## src/rtl/msc_pkg.sv

```systemverilog
// Shared constants, types and table functions for the marching squares cell.
package msc_pkg;

	localparam int GRID_ROWS   = 1024;
	localparam int GRID_COLS   = 1024;
	localparam int FRAC_BITS   = 12;
	localparam int SAMPLE_BITS = 16;
	localparam int COORD_BITS  = 10;
	localparam int POS_BITS    = 23;

	localparam int DIFF_BITS = SAMPLE_BITS + 1;
	localparam int PROD_BITS = 2 * DIFF_BITS;
	localparam int QBITS     = FRAC_BITS + 1;
	localparam int NUM_BITS  = DIFF_BITS + QBITS;

	// Quotient bits resolved in each divider stage.
	localparam int S2_STEPS = QBITS / 3;
	localparam int S3_STEPS = QBITS / 3;
	localparam int S4_STEPS = QBITS - S2_STEPS - S3_STEPS;

	localparam logic [QBITS-1:0] FRAC_ONE = QBITS'(1) << FRAC_BITS;

	localparam logic [3:0] CASE_SADDLE_A = 4'd5;
	localparam logic [3:0] CASE_SADDLE_B = 4'd10;

	typedef enum logic [1:0] {
		EDGE_LEFT   = 2'd0,
		EDGE_BOTTOM = 2'd1,
		EDGE_RIGHT  = 2'd2,
		EDGE_TOP    = 2'd3
	} edge_t;

	typedef struct packed {
		logic [3:0]                      cs;
		logic [3:0][DIFF_BITS-1:0]       mag;
		logic [3:0][DIFF_BITS-1:0]       num;
		logic [3:0][DIFF_BITS-1:0]       den;
		logic [COORD_BITS-1:0]           row;
		logic [COORD_BITS-1:0]           col;
	} front_t;

	typedef struct packed {
		logic                        valid;
		logic [3:0]                  cs;
		logic [3:0][QBITS-1:0]       frac;
		logic [COORD_BITS-1:0]       row;
		logic [COORD_BITS-1:0]       col;
	} emit_in_t;

	// One restoring division step: returns {quotient bit, new remainder}.
	function automatic logic [DIFF_BITS:0] div_step(input logic [DIFF_BITS-1:0] r,
			input logic b, input logic [DIFF_BITS-1:0] d);
		logic [DIFF_BITS:0] t;
		logic [DIFF_BITS:0] dd;
		t  = {r, b};
		dd = {1'b0, d};
		if (t >= dd) begin
			return {1'b1, DIFF_BITS'(t - dd)};
		end
		return {1'b0, t[DIFF_BITS-1:0]};
	endfunction

	function automatic logic [2:0] edge_count(input logic [3:0] cs);
		case (cs)
			4'd0, 4'd15:                   return 3'd0;
			CASE_SADDLE_A, CASE_SADDLE_B:  return 3'd4;
			default:                       return 3'd2;
		endcase
	endfunction

	function automatic edge_t edge_at(input logic [3:0] cs, input logic [1:0] k);
		edge_t tbl [4];
		case (cs)
			4'd1:    tbl = '{EDGE_TOP, EDGE_LEFT, EDGE_LEFT, EDGE_LEFT};
			4'd2:    tbl = '{EDGE_LEFT, EDGE_BOTTOM, EDGE_LEFT, EDGE_LEFT};
			4'd3:    tbl = '{EDGE_TOP, EDGE_BOTTOM, EDGE_LEFT, EDGE_LEFT};
			4'd4:    tbl = '{EDGE_BOTTOM, EDGE_RIGHT, EDGE_LEFT, EDGE_LEFT};
			4'd5:    tbl = '{EDGE_LEFT, EDGE_BOTTOM, EDGE_RIGHT, EDGE_TOP};
			4'd6:    tbl = '{EDGE_LEFT, EDGE_RIGHT, EDGE_LEFT, EDGE_LEFT};
			4'd7:    tbl = '{EDGE_TOP, EDGE_RIGHT, EDGE_LEFT, EDGE_LEFT};
			4'd8:    tbl = '{EDGE_RIGHT, EDGE_TOP, EDGE_LEFT, EDGE_LEFT};
			4'd9:    tbl = '{EDGE_LEFT, EDGE_RIGHT, EDGE_LEFT, EDGE_LEFT};
			4'd10:   tbl = '{EDGE_LEFT, EDGE_TOP, EDGE_BOTTOM, EDGE_RIGHT};
			4'd11:   tbl = '{EDGE_RIGHT, EDGE_BOTTOM, EDGE_LEFT, EDGE_LEFT};
			4'd12:   tbl = '{EDGE_BOTTOM, EDGE_TOP, EDGE_LEFT, EDGE_LEFT};
			4'd13:   tbl = '{EDGE_BOTTOM, EDGE_LEFT, EDGE_LEFT, EDGE_LEFT};
			4'd14:   tbl = '{EDGE_LEFT, EDGE_TOP, EDGE_LEFT, EDGE_LEFT};
			default: tbl = '{EDGE_LEFT, EDGE_LEFT, EDGE_LEFT, EDGE_LEFT};
		endcase
		return tbl[k];
	endfunction

endpackage

```

## src/rtl/msc_front.sv

```systemverilog
// First stage: threshold compare, corner differences and position clamp.
module msc_front (
	input  logic                                   clk,
	input  logic                                   adv,
	input  logic signed [msc_pkg::SAMPLE_BITS-1:0] thr,
	input  logic signed [msc_pkg::SAMPLE_BITS-1:0] v0,
	input  logic signed [msc_pkg::SAMPLE_BITS-1:0] v1,
	input  logic signed [msc_pkg::SAMPLE_BITS-1:0] v2,
	input  logic signed [msc_pkg::SAMPLE_BITS-1:0] v3,
	input  logic        [msc_pkg::COORD_BITS-1:0]  row,
	input  logic        [msc_pkg::COORD_BITS-1:0]  col,
	output msc_pkg::front_t                        front_s1
);
	import msc_pkg::*;

	function automatic logic [DIFF_BITS-1:0] absdiff(input logic signed [SAMPLE_BITS-1:0] a,
			input logic signed [SAMPLE_BITS-1:0] b);
		logic signed [DIFF_BITS-1:0] x;
		x = DIFF_BITS'(a) - DIFF_BITS'(b);
		return x[DIFF_BITS-1] ? DIFF_BITS'(-x) : DIFF_BITS'(x);
	endfunction

	front_t nxt;

	always_comb begin
		nxt.cs  = {v3 >= thr, v2 >= thr, v1 >= thr, v0 >= thr};
		nxt.mag = {absdiff(v3, thr), absdiff(v2, thr), absdiff(v1, thr), absdiff(v0, thr)};
		// edges: left v0->v1, bottom v1->v2, right v3->v2, top v0->v3
		nxt.num = {absdiff(thr, v0), absdiff(thr, v3), absdiff(thr, v1), absdiff(thr, v0)};
		nxt.den = {absdiff(v3, v0), absdiff(v2, v3), absdiff(v2, v1), absdiff(v1, v0)};
		nxt.row = (int'(row) > GRID_ROWS - 1) ? COORD_BITS'(GRID_ROWS - 1) : row;
		nxt.col = (int'(col) > GRID_COLS - 1) ? COORD_BITS'(GRID_COLS - 1) : col;
	end

	always_ff @(posedge clk) begin
		if (adv) begin
			front_s1 <= nxt;
		end
	end

endmodule

```

## config.mk

```make
export PLATFORM = sky130hd
export DESIGN_NAME = msc_front
export DESIGN_NICKNAME = d
export VERILOG_FILES = /design/src/rtl/msc_pkg.sv /design/src/rtl/msc_front.sv
export SDC_FILE = /design/constraint.sdc
export NUM_CORES = 1
export LEC_CHECK = 0
export ABC_CLOCK_PERIOD_IN_PS = 7500
export BUFFER_PORTS_ARGS = -buffer_cell sky130_fd_sc_hd__clkbuf_2
export CAP_MARGIN = 0
export CELL_PAD_IN_SITES_DETAIL_PLACEMENT = 2
export CELL_PAD_IN_SITES_GLOBAL_PLACEMENT = 2
export CORE_UTILIZATION = 39
export CTS_BUF_LIST = sky130_fd_sc_hd__clkbuf_4
export DETAILED_ROUTE_END_ITERATION = 7
export PLACE_DENSITY_LB_ADDON = 0.3
export SLEW_MARGIN = 20
export SYNTH_ARGS = -nofsm -noshare
export SYNTH_HDL_FRONTEND = slang
export SYNTH_SLANG_ARGS = --single-unit
```

## constraint.sdc

```tcl
create_clock -name clk -period 7.5 [get_ports clk]
set_input_delay 1.5 -clock clk [delete_from_list [all_inputs] [get_ports clk]]
set_output_delay 1.5 -clock clk [all_outputs]
set_load 0.005 [all_outputs]
```

Word-level counts from Yosys, hierarchy flattened
Index checks and enable logic that the tools add are counted.
Word-level totals
  output and inout bits: 228
  word-level logic and storage cells: 62
  bits in registers: 211
  input port bits: 102
Cells by class
  $add $sub $neg: 22
  magnitude comparators: 4
  multiplexer cells: 11
Operators by type and width (count)
  negation 17 bit: 11
  subtractor 16 x 16 -> 17 bit: 11
  2-to-1 mux 16 bit: 11
  >= comparator 16 bit: 4

Logic depth before layout (Yosys ltp)
Gate-level depths: netlist of the first run.
  depth in word-level cells: 3
  mapped depth: 13
  mapped depth without buffers: 12

Worst setup path after synthesis of the first run
OpenSTA, ideal clock, no wires.
  path type: input to register
  start: in thr[0] (netlist name)
  end: reg front_s1[121] (netlist name), data pin
  arrival: 4.548 ns
  stages on the path: 12
  setup time: 0.169 ns
  slack: 2.783 ns
  path buffers: 0
  required time: 7.331 ns
  path through: inv_1 > ha_1 > inv_1 > fa_1 > a211o_1 > a21o_1 > a311oi_1 > or4b_1 > a21oi_2 > nand3_2 > or4_1 > nor4b_2
Between the ends
  cells in the longest elaborated chain, start to end: 2
Ends and longest elaborated chain
  start: declaration: RTL line msc_front.sv:5  | input logic signed [msc_pkg::SAMPLE_BITS-1:0] thr,
  subtractor 16 x 16 -> 17 bit (*): RTL line msc_front.sv:19  | x = DIFF_BITS'(a) - DIFF_BITS'(b);
  negation 17 bit: RTL line msc_front.sv:20  | return x[DIFF_BITS-1] ? DIFF_BITS'(-x) : DIFF_BITS'(x);
  end signal: assignment: RTL line msc_front.sv:37  | front_s1 <= nxt;
  end: declaration: RTL line msc_front.sv:12  | output msc_pkg::front_t front_s1
Every way passes the cells marked *; elsewhere a longest branch is shown, timed or not.
A chain may end at the register's enable or synchronous reset.

==> summary.txt, run 1 <==
Clock tree
  – Clock Root Buffer: clkbuf_4
  – Post-CTS sizing: 0
  – CTS tree: yes
  – Post CTS Setup Buffer Count: 0
  – H-Tree Depth: 2
  – Hold-fix buffers, CTS: 0
  – TritonCTS buffer count: 58
  – Clk slew on worst S/H paths: 70 ps
  – CTS Buffer Depth: 3
  – CTS Sinks: 208

Place
  – PortBufs: 329
  – Hpwl dp: 65400 um
  – Placed Area: 21500 sq um
  – GP Congestion: 0.948

Timing
  – Hold_ws: 844 ps
  – Slew margin rel.: 0.297
  – Worst slew pin tran: 1040 ps
  – Hold Fails Final Rpt: 0
  – Max Fclk: 212 MHz
  – Final cycle utilization of the critical path: 0.628
  – Fin crit period: 4710 ps
  – Setup tns final: 0 ps
  – RSZ-0062 raised after global routing: false
  – Slew Limit Fails: 0
  – Final setup violation count: 0

Routing
  – Final WL: 80700 um
  – 1st-iter DRT viols: 897
  – Routed wire per std cell: 25.7 um
  – Antenna Violating Nets Remaining: 0
  – Via count: 18483
  – Drt pass-1 iters: 5
  – Vias per cell: 5.89
  – Remaining DRCs: 0

Run status
  – Status: finished clean

Global route
  – Initial antenna violation count: 4
  – Vias in the first global route: 19553
  – First-pass GRT wire length: 120000 um
  – Grt ovf: 0
  – GRT Resource Usage Total: 0.312
  – Largest net degree at the start of global routing: 140

Power
  – Leakage: 9.41 nW
  – VDD IR-drop max: 0.120 mV
  – Power density cells: 214 nW/um^2

Yosys
  – Mapped Nets: 2427
  – Synth Register Bits: 208
  – Warnings from Yosys: 0
  – Post-synth ARST share: 0
  – Top_reg_cell synth: edfxtp_1
  – Synthesized area per cell: 9.12 sq um
  – Register area share after synthesis: 0.323
  – Netlist cell types: 80
  – Post-synth EDFFs: 208
  – Synthesized cell area: 19400 sq um
  – Syn Inst Count: 2123

Cells and area
  – Biggest regs: front_s1 (208)
  – Layout cell share with drive strength beyond 1: 0.186
  – Top reg by flops: front_s1
  – Final instance area: 22200 sq um
  – Nets: 2740
  – Area growth from synthesis to layout: 14.6%
  – Largest register FFs: 208
  – Final core occ: 0.453

Critical path
  – Crit path DAT: 5250 ps
  – Critical Path Sink Type: flop
  – Crit path cell chain: clkbuf_2, inv_1, fa_1, a211o_2, o211a_1, o21ai_0, xnor2_1, nor4_1, a41oi_1, xor2_1
  – Setup Crit Path Kind: input port to flop
  – Buf/Inv on CP: 2
  – Total stage count of the critical path: 10
  – Req. time, crit path: 8040 ps
  – CP top delay family: compound AO/OA/AOI/OAI gates
  – CP max stage cell: nor4_1
  – Startpoint Class: input port
  – Max incr delay on CP: 730 ps
  – Crit path max fanout: 8

Min path
  – Worst Min Path Start: col[5]
  – Min-delay worst type: input port to flop
  – Worst hold stages: 1
  – Worst hold endpoint: front_s1[5]$_DFFE_PP_

Floorplan
  – Die Wd: 225 um
  – Die Ht: 225 um
  – DIE AREA: 50500 sq um
  – Initial core utilization: 0.396
  – I/O pin cnt: 330
  – CORE AREA: 49000 sq um
  – Rows: 81

Flow run
  – Maxcap violations: 0
## where the power goes
part / leakage (nW) / total [mW] / internal [mW] / switching (mW)
clock network: 0.393 / 1.01 / 0.465 / 0.544
registers: 2.03 / 1.71 / 1.61 / 0.0945
logic: 6.98 / 2.03 / 0.772 / 1.26
## routing by layer
metal  GRT usage  share of wire  vias up
li1            -              -     8474
met1       0.404           0.44     9289
met2       0.522           0.48      542
met3      0.0426          0.043      176
met4       0.127          0.039        2
met5           0        0.00016        -
## logic make-up (layout without fill, tap and decap cells)
| kind of cell | count (synthesis) | in the layout | synth area share |
|---|---|---|---|
| muxes | 16 | 16 | 0.00860 |
| buffers and inverters | 218 | 565 | 0.0467 |
| xor gates and xnor gates | 264 | 264 | 0.119 |
| adders and majority gates | 202 | 202 | 0.135 |
| DFF | 208 | 208 | 0.323 |
| and+or+nand+nor | 616 | 616 | 0.161 |
| other | 0 | 5 | 0 |
| AOI/OAI and AO/OA | 599 | 599 | 0.207 |
## synthesized netlist by cell type (6+ instances only)
cell      number  area share
o21a_1        39       0.015
nor2_1       154       0.030
o211ai_1      18      0.0070
fa_1          11       0.011
a21oi_1      144       0.037
clkbuf_1      54       0.010
nand3_1       51       0.013
a31oi_1       33       0.011
and3_1        18      0.0058
mux2i_1       11      0.0057
o31ai_1       24      0.0093
nor3b_1       11      0.0043
xnor2_1      172       0.078
xor2_1        92       0.042
o21bai_1      14      0.0054
o21ai_0      113       0.029
edfxtp_1     208        0.32
o22ai_1        7      0.0023
a41oi_1       13      0.0059
nand2b_1      23      0.0074
or3_1         26      0.0084
nor3_1        58       0.015
or4_1          6      0.0023
nor4_1        22      0.0071
a31o_2         8      0.0036
nand3b_1      10      0.0039
o31a_1        10      0.0045
nand4_1       14      0.0045
a221oi_1       7      0.0032
and2_1        15      0.0048
or2_2         16      0.0052
ha_1         191        0.12
nor4b_1        9      0.0041
o211a_1        7      0.0036
buf_4         20      0.0078
o311ai_0       9      0.0041
nor2b_1       37       0.012
inv_1        136       0.026
a211o_1       10      0.0045
o41ai_1       10      0.0045
a211oi_1      26       0.010
a21boi_0       9      0.0035
a21o_1        41       0.016
nand2_1      131       0.025
## per-stage QoR
stage | std cells | worst slack, ps | power (mW)
detailed placement | 3039 | 2080 | 3.72
floorplan | 2123 | 2780 | 2.92
CTS | 3133 | 2970 | 4.77
global placement | 3039 | 2160 | 3.60
global route | 3139 | 2720 | 5.00
finish | 3139 | 2790 | 4.75
## cell usage in the layout (no fill, tap or decap), drive strengths merged, types with 10 or more instances in the layout
master | netlist | routed
o31a | 10 | 10
a211oi | 26 | 26
and3 | 18 | 18
xnor2 | 172 | 172
nor4 | 22 | 22
o31ai | 24 | 24
o21a | 39 | 39
clkbuf | 54 | 404
o41ai | 10 | 10
nand3b | 10 | 10
nor3b | 11 | 11
inv | 136 | 137
or3 | 26 | 26
or2 | 16 | 16
o211ai | 18 | 18
nand2b | 23 | 23
a21o | 42 | 42
nor2b | 37 | 37
a31oi | 33 | 33
nor4b | 10 | 10
a21oi | 145 | 145
nand2 | 131 | 131
fa | 11 | 11
ha | 191 | 191
nand3 | 52 | 52
nor2 | 154 | 154
o21bai | 14 | 14
and2 | 15 | 15
nor3 | 58 | 58
o21ai | 115 | 115
a211o | 11 | 11
clkinv | 1 | 18
edfxtp | 208 | 208
a41oi | 13 | 13
xor2 | 92 | 92
mux2i | 11 | 11
nand4 | 14 | 14
## how the worst max path moves through the flow
stage                start                          end  slack (ps)
floorplan           thr[0]  front_s1[121]$_SDFFCE_PP0P_        2780
global placement    thr[1]      front_s1[171]$_DFFE_PP_        2160
detailed placement  thr[1]      front_s1[222]$_DFFE_PP_        2080
CTS                 thr[1]      front_s1[188]$_DFFE_PP_        2970
global route        thr[1]      front_s1[171]$_DFFE_PP_        2720
finish              thr[1]      front_s1[188]$_DFFE_PP_        2790
## area by class of cell
| cell class | count | area (sq um) |
|---|---|---|
| Antenna cell | 5 | 12.5 |
| Clock buffer | 75 | 563 |
| Clock inverter | 19 | 92.6 |
| Fill cell | 5533 | 26800 |
| Inverter | 137 | 514 |
| Multi-Input combinational cell | 1697 | 12200 |
| Sequential cell | 208 | 6250 |
| Tap cell | 664 | 831 |
| Timing Repair Buffer | 334 | 1710 |
Note: power is estimated with default switching activity, not from simulation.
==> run 2, diff against run 1 <==
--- a/config.mk
+++ b/config.mk
@@ -5,12 +5,12 @@
 export SDC_FILE = /design/constraint.sdc
 export NUM_CORES = 1
 export LEC_CHECK = 0
-export ABC_CLOCK_PERIOD_IN_PS = 7500
+export ABC_CLOCK_PERIOD_IN_PS = 3900
 export BUFFER_PORTS_ARGS = -buffer_cell sky130_fd_sc_hd__clkbuf_2
 export CAP_MARGIN = 0
 export CELL_PAD_IN_SITES_DETAIL_PLACEMENT = 2
 export CELL_PAD_IN_SITES_GLOBAL_PLACEMENT = 2
-export CORE_UTILIZATION = 39
+export CORE_UTILIZATION = 33
 export CTS_BUF_LIST = sky130_fd_sc_hd__clkbuf_4
 export DETAILED_ROUTE_END_ITERATION = 7
 export PLACE_DENSITY_LB_ADDON = 0.3
==> constraint.sdc (replaced) <==
create_clock -name clk -period 3.9 [get_ports clk]
set_input_delay 0.78 -clock clk [delete_from_list [all_inputs] [get_ports clk]]
set_output_delay 0.78 -clock clk [all_outputs]
set_load 0.005 [all_outputs]
==> run 2 against run 1 <==
Cell count is 14% higher. Clock-buffer cell count is 14 higher. Hold slack worse by 730 ps. Die area is 18% higher. Combinational power is 120% higher. Clock power is 110% higher. Via count is 4.7% higher. Flip-flop and latch count stayed put.
==> summary.txt, run 2 (synthesis results as in run 1) <==
Clock tree
  – CTS tree: yes
  – Clk slew on worst S/H paths: 60 ps (about the same)
  – Hold-fix buffers, CTS: 0 (unchanged)
  – Post CTS Setup Buffer Count: 0 (unchanged)
  – H-Tree Depth: 2 (unchanged)
  – CTS Sinks: 208 (unchanged)
  – TritonCTS buffer count: 60 (+3.4%)
  – Clock Root Buffer: clkbuf_4
  – CTS Buffer Depth: 3 (unchanged)
  – Post-CTS sizing: 0 (unchanged)

Place
  – Hpwl dp: 72500 um (+11%)
  – PortBufs: 329 (unchanged)
  – Place WS: -393 ps (-2470 ps)
  – Placed Area: 24000 sq um (+12%)
  – GP Congestion: 0.952 (+0.52%)

Critical path
  – Buf/Inv on CP: 5 (+3)
  – Setup Crit Path Kind: input port to flop
  – Critical Path Sink Type: flop
  – Startpoint Class: input port
  – Crit path cell chain: clkbuf_2, inv_1, buf_4, ha_1, inv_1, fa_1, a211oi_1, o21ai_0, a41oi_1, buf_4, xor2_1, o2111ai_1, nor2_1, a41oi_1, xor2_1
  – Worst Setup SP: thr[0]
  – Req. time, crit path: 4480 ps (-3560 ps)
  – Crit path max fanout: 4 (-4)
  – Max incr delay on CP: 430 ps (-300 ps)
  – CP max stage cell: a211oi_1
  – CP top delay family: compound AO/OA/AOI/OAI gates
  – Crit path DAT: 4070 ps (-1180 ps)

Timing
  – Hold Fails Final Rpt: 0 (unchanged)
  – Setup tns final: 0 ps (unchanged)
  – Slew margin rel.: 0.305 (+0.00816)
  – Worst slew pin tran: 1030 ps (-11.6 ps)
  – Final worst slack: 407 ps (-2390 ps)
  – Max Fclk: 286 MHz
  – Fin crit period: 3490 ps
  – Final cycle utilization of the critical path: 0.896
  – Final setup violation count: 0 (unchanged)
  – Slew Limit Fails: 0 (unchanged)
  – RSZ-0062 raised after global routing: false

Cells and area
  – Most common cell after layout, fill and taps aside: clkbuf_2
  – Top reg by flops: front_s1
  – Area growth from synthesis to layout: 28.0%
  – Multi-input logic area: 12200 sq um (about the same)
  – Layout cell share with drive strength beyond 1: 0.278 (+0.0918)
  – Most frequent cells in the layout: clkbuf_2 (328), buf_4 (306), edfxtp_1 (208)
  – Nets: 3047 (+11%)
  – Largest register FFs: 208 (unchanged)
  – Layout fillers: 6614 (+20%)
  – Final core occ: 0.429 (-0.0247)
  – FF/Latch Area: 6250 sq um (unchanged)
  – Biggest regs: front_s1 (208)
  – Final instance area: 24800 sq um (+12%)

Routing
  – Antenna Violating Nets Remaining: 0 (unchanged)
  – 1st-iter DRT viols: 868 (-3.2%)
  – Via count: 19343 (+4.7%)
  – Routed wire per std cell: 23.9 um (-6.9%)
  – Drt pass-1 iters: 6 (+1)
  – Vias per cell: 5.42 (-7.9%)
  – Final WL: 85300 um (+5.7%)
  – Remaining DRCs: 0 (unchanged)

Run status
  – Status: finished clean

Power
  – Leakage: 10.9 nW (+16%)
  – Clock power frac: 0.213 (about the same)
  – Power density cells: 396 nW/um^2 (+85%)
  – P_sw: 3.75 mW (+98%)
  – Internal power: 6.06 mW (+110%)
  – Gate power share: 0.456 (+0.028)
  – Sw frac: 0.382 (-0.0178)
  – VDD IR-drop max: 0.218 mV (+81%)
  – Reg power frac: 0.332 (-0.027)

Floorplan
  – Rows: 88 (+8.6%)
  – CORE AREA: 57800 sq um (+18%)
  – DIE AREA: 59600 sq um (+18%)
  – Die Ht: 244 um (+8.6%)
  – Die Wd: 244 um (+8.6%)
  – I/O pin cnt: 330 (unchanged)
  – Initial core utilization: 0.335 (-0.0606)

Flow run
  – Maxcap violations: 0 (unchanged)

Min path
  – Min-delay worst type: input port to flop
  – Worst Min Path Start: row[7]

Global route
  – Largest net degree at the start of global routing: 82 (-41%)
  – First-pass GRT wire length: 128000 um (+7.3%)
  – GRT Resource Usage Total: 0.282 (-0.0299)
  – Initial antenna violation count: 11 (+7)
  – Vias in the first global route: 21173 (+8.3%)
  – Grt ovf: 0 (unchanged)
run 2: cell count changes in the layout (fill, tap and decap cells not counted), moves of 3 or more:
cell	before	now
buf_12	1	4
buf_4	4	306
clkbuf_4	75	89
clkinv_1	11	17
clkinv_2	6	2
diode_2	5	10
run 2: stage by stage:
step           instances  hold slack, ps  power (mW)
3_5_place_dp        3446             960        7.74
3_3_place_gp        3446             958        7.50
2_1_floorplan       2123             879        5.63
6_report            3566             111        9.81
4_1_cts             3556            29.2        9.93
5_1_grt             3564            47.3        10.4
run 2: final timing paths:
kind / end / slack, ps / cells past startpoint
min: front_s1[17]$_DFFE_PP_ / 110 / 1
max: front_s1[137]$_DFFE_PP_ / 410 / 15
run 2: metal layers:
layer | share of wire | GRT usage | up-vias
met2 | 0.49 | 0.485 | 424
met1 | 0.43 | 0.350 | 9668
li1 | - | - | 9100
met5 | 0 | 0 | -
met4 | 0.044 | 0.123 | 0
met3 | 0.037 | 0.0380 | 151
run 2: power groups by stage:
| stage | Clock (mW) | Combinational [mW] | Sequential (mW) |
|---|---|---|---|
| after floorplan | 0 | 2.31 | 3.32 |
| after global placement | 0 | 4.22 | 3.28 |
| after detailed placement | 0 | 4.43 | 3.31 |
| after CTS | 2.19 | 4.47 | 3.27 |
| after global routing | 2.29 | 4.83 | 3.30 |
| final | 2.09 | 4.47 | 3.25 |
run 2: final cells by class:
class                           count  share of cell area
Timing Repair Buffer              639               0.163
Multi-Input combinational cell   1697               0.494
Sequential cell                   208               0.252
Tap cell                          765              0.0386
Inverter                          137              0.0208
Clock inverter                     21             0.00394
Antenna cell                       10             0.00101
Clock buffer                       89              0.0270
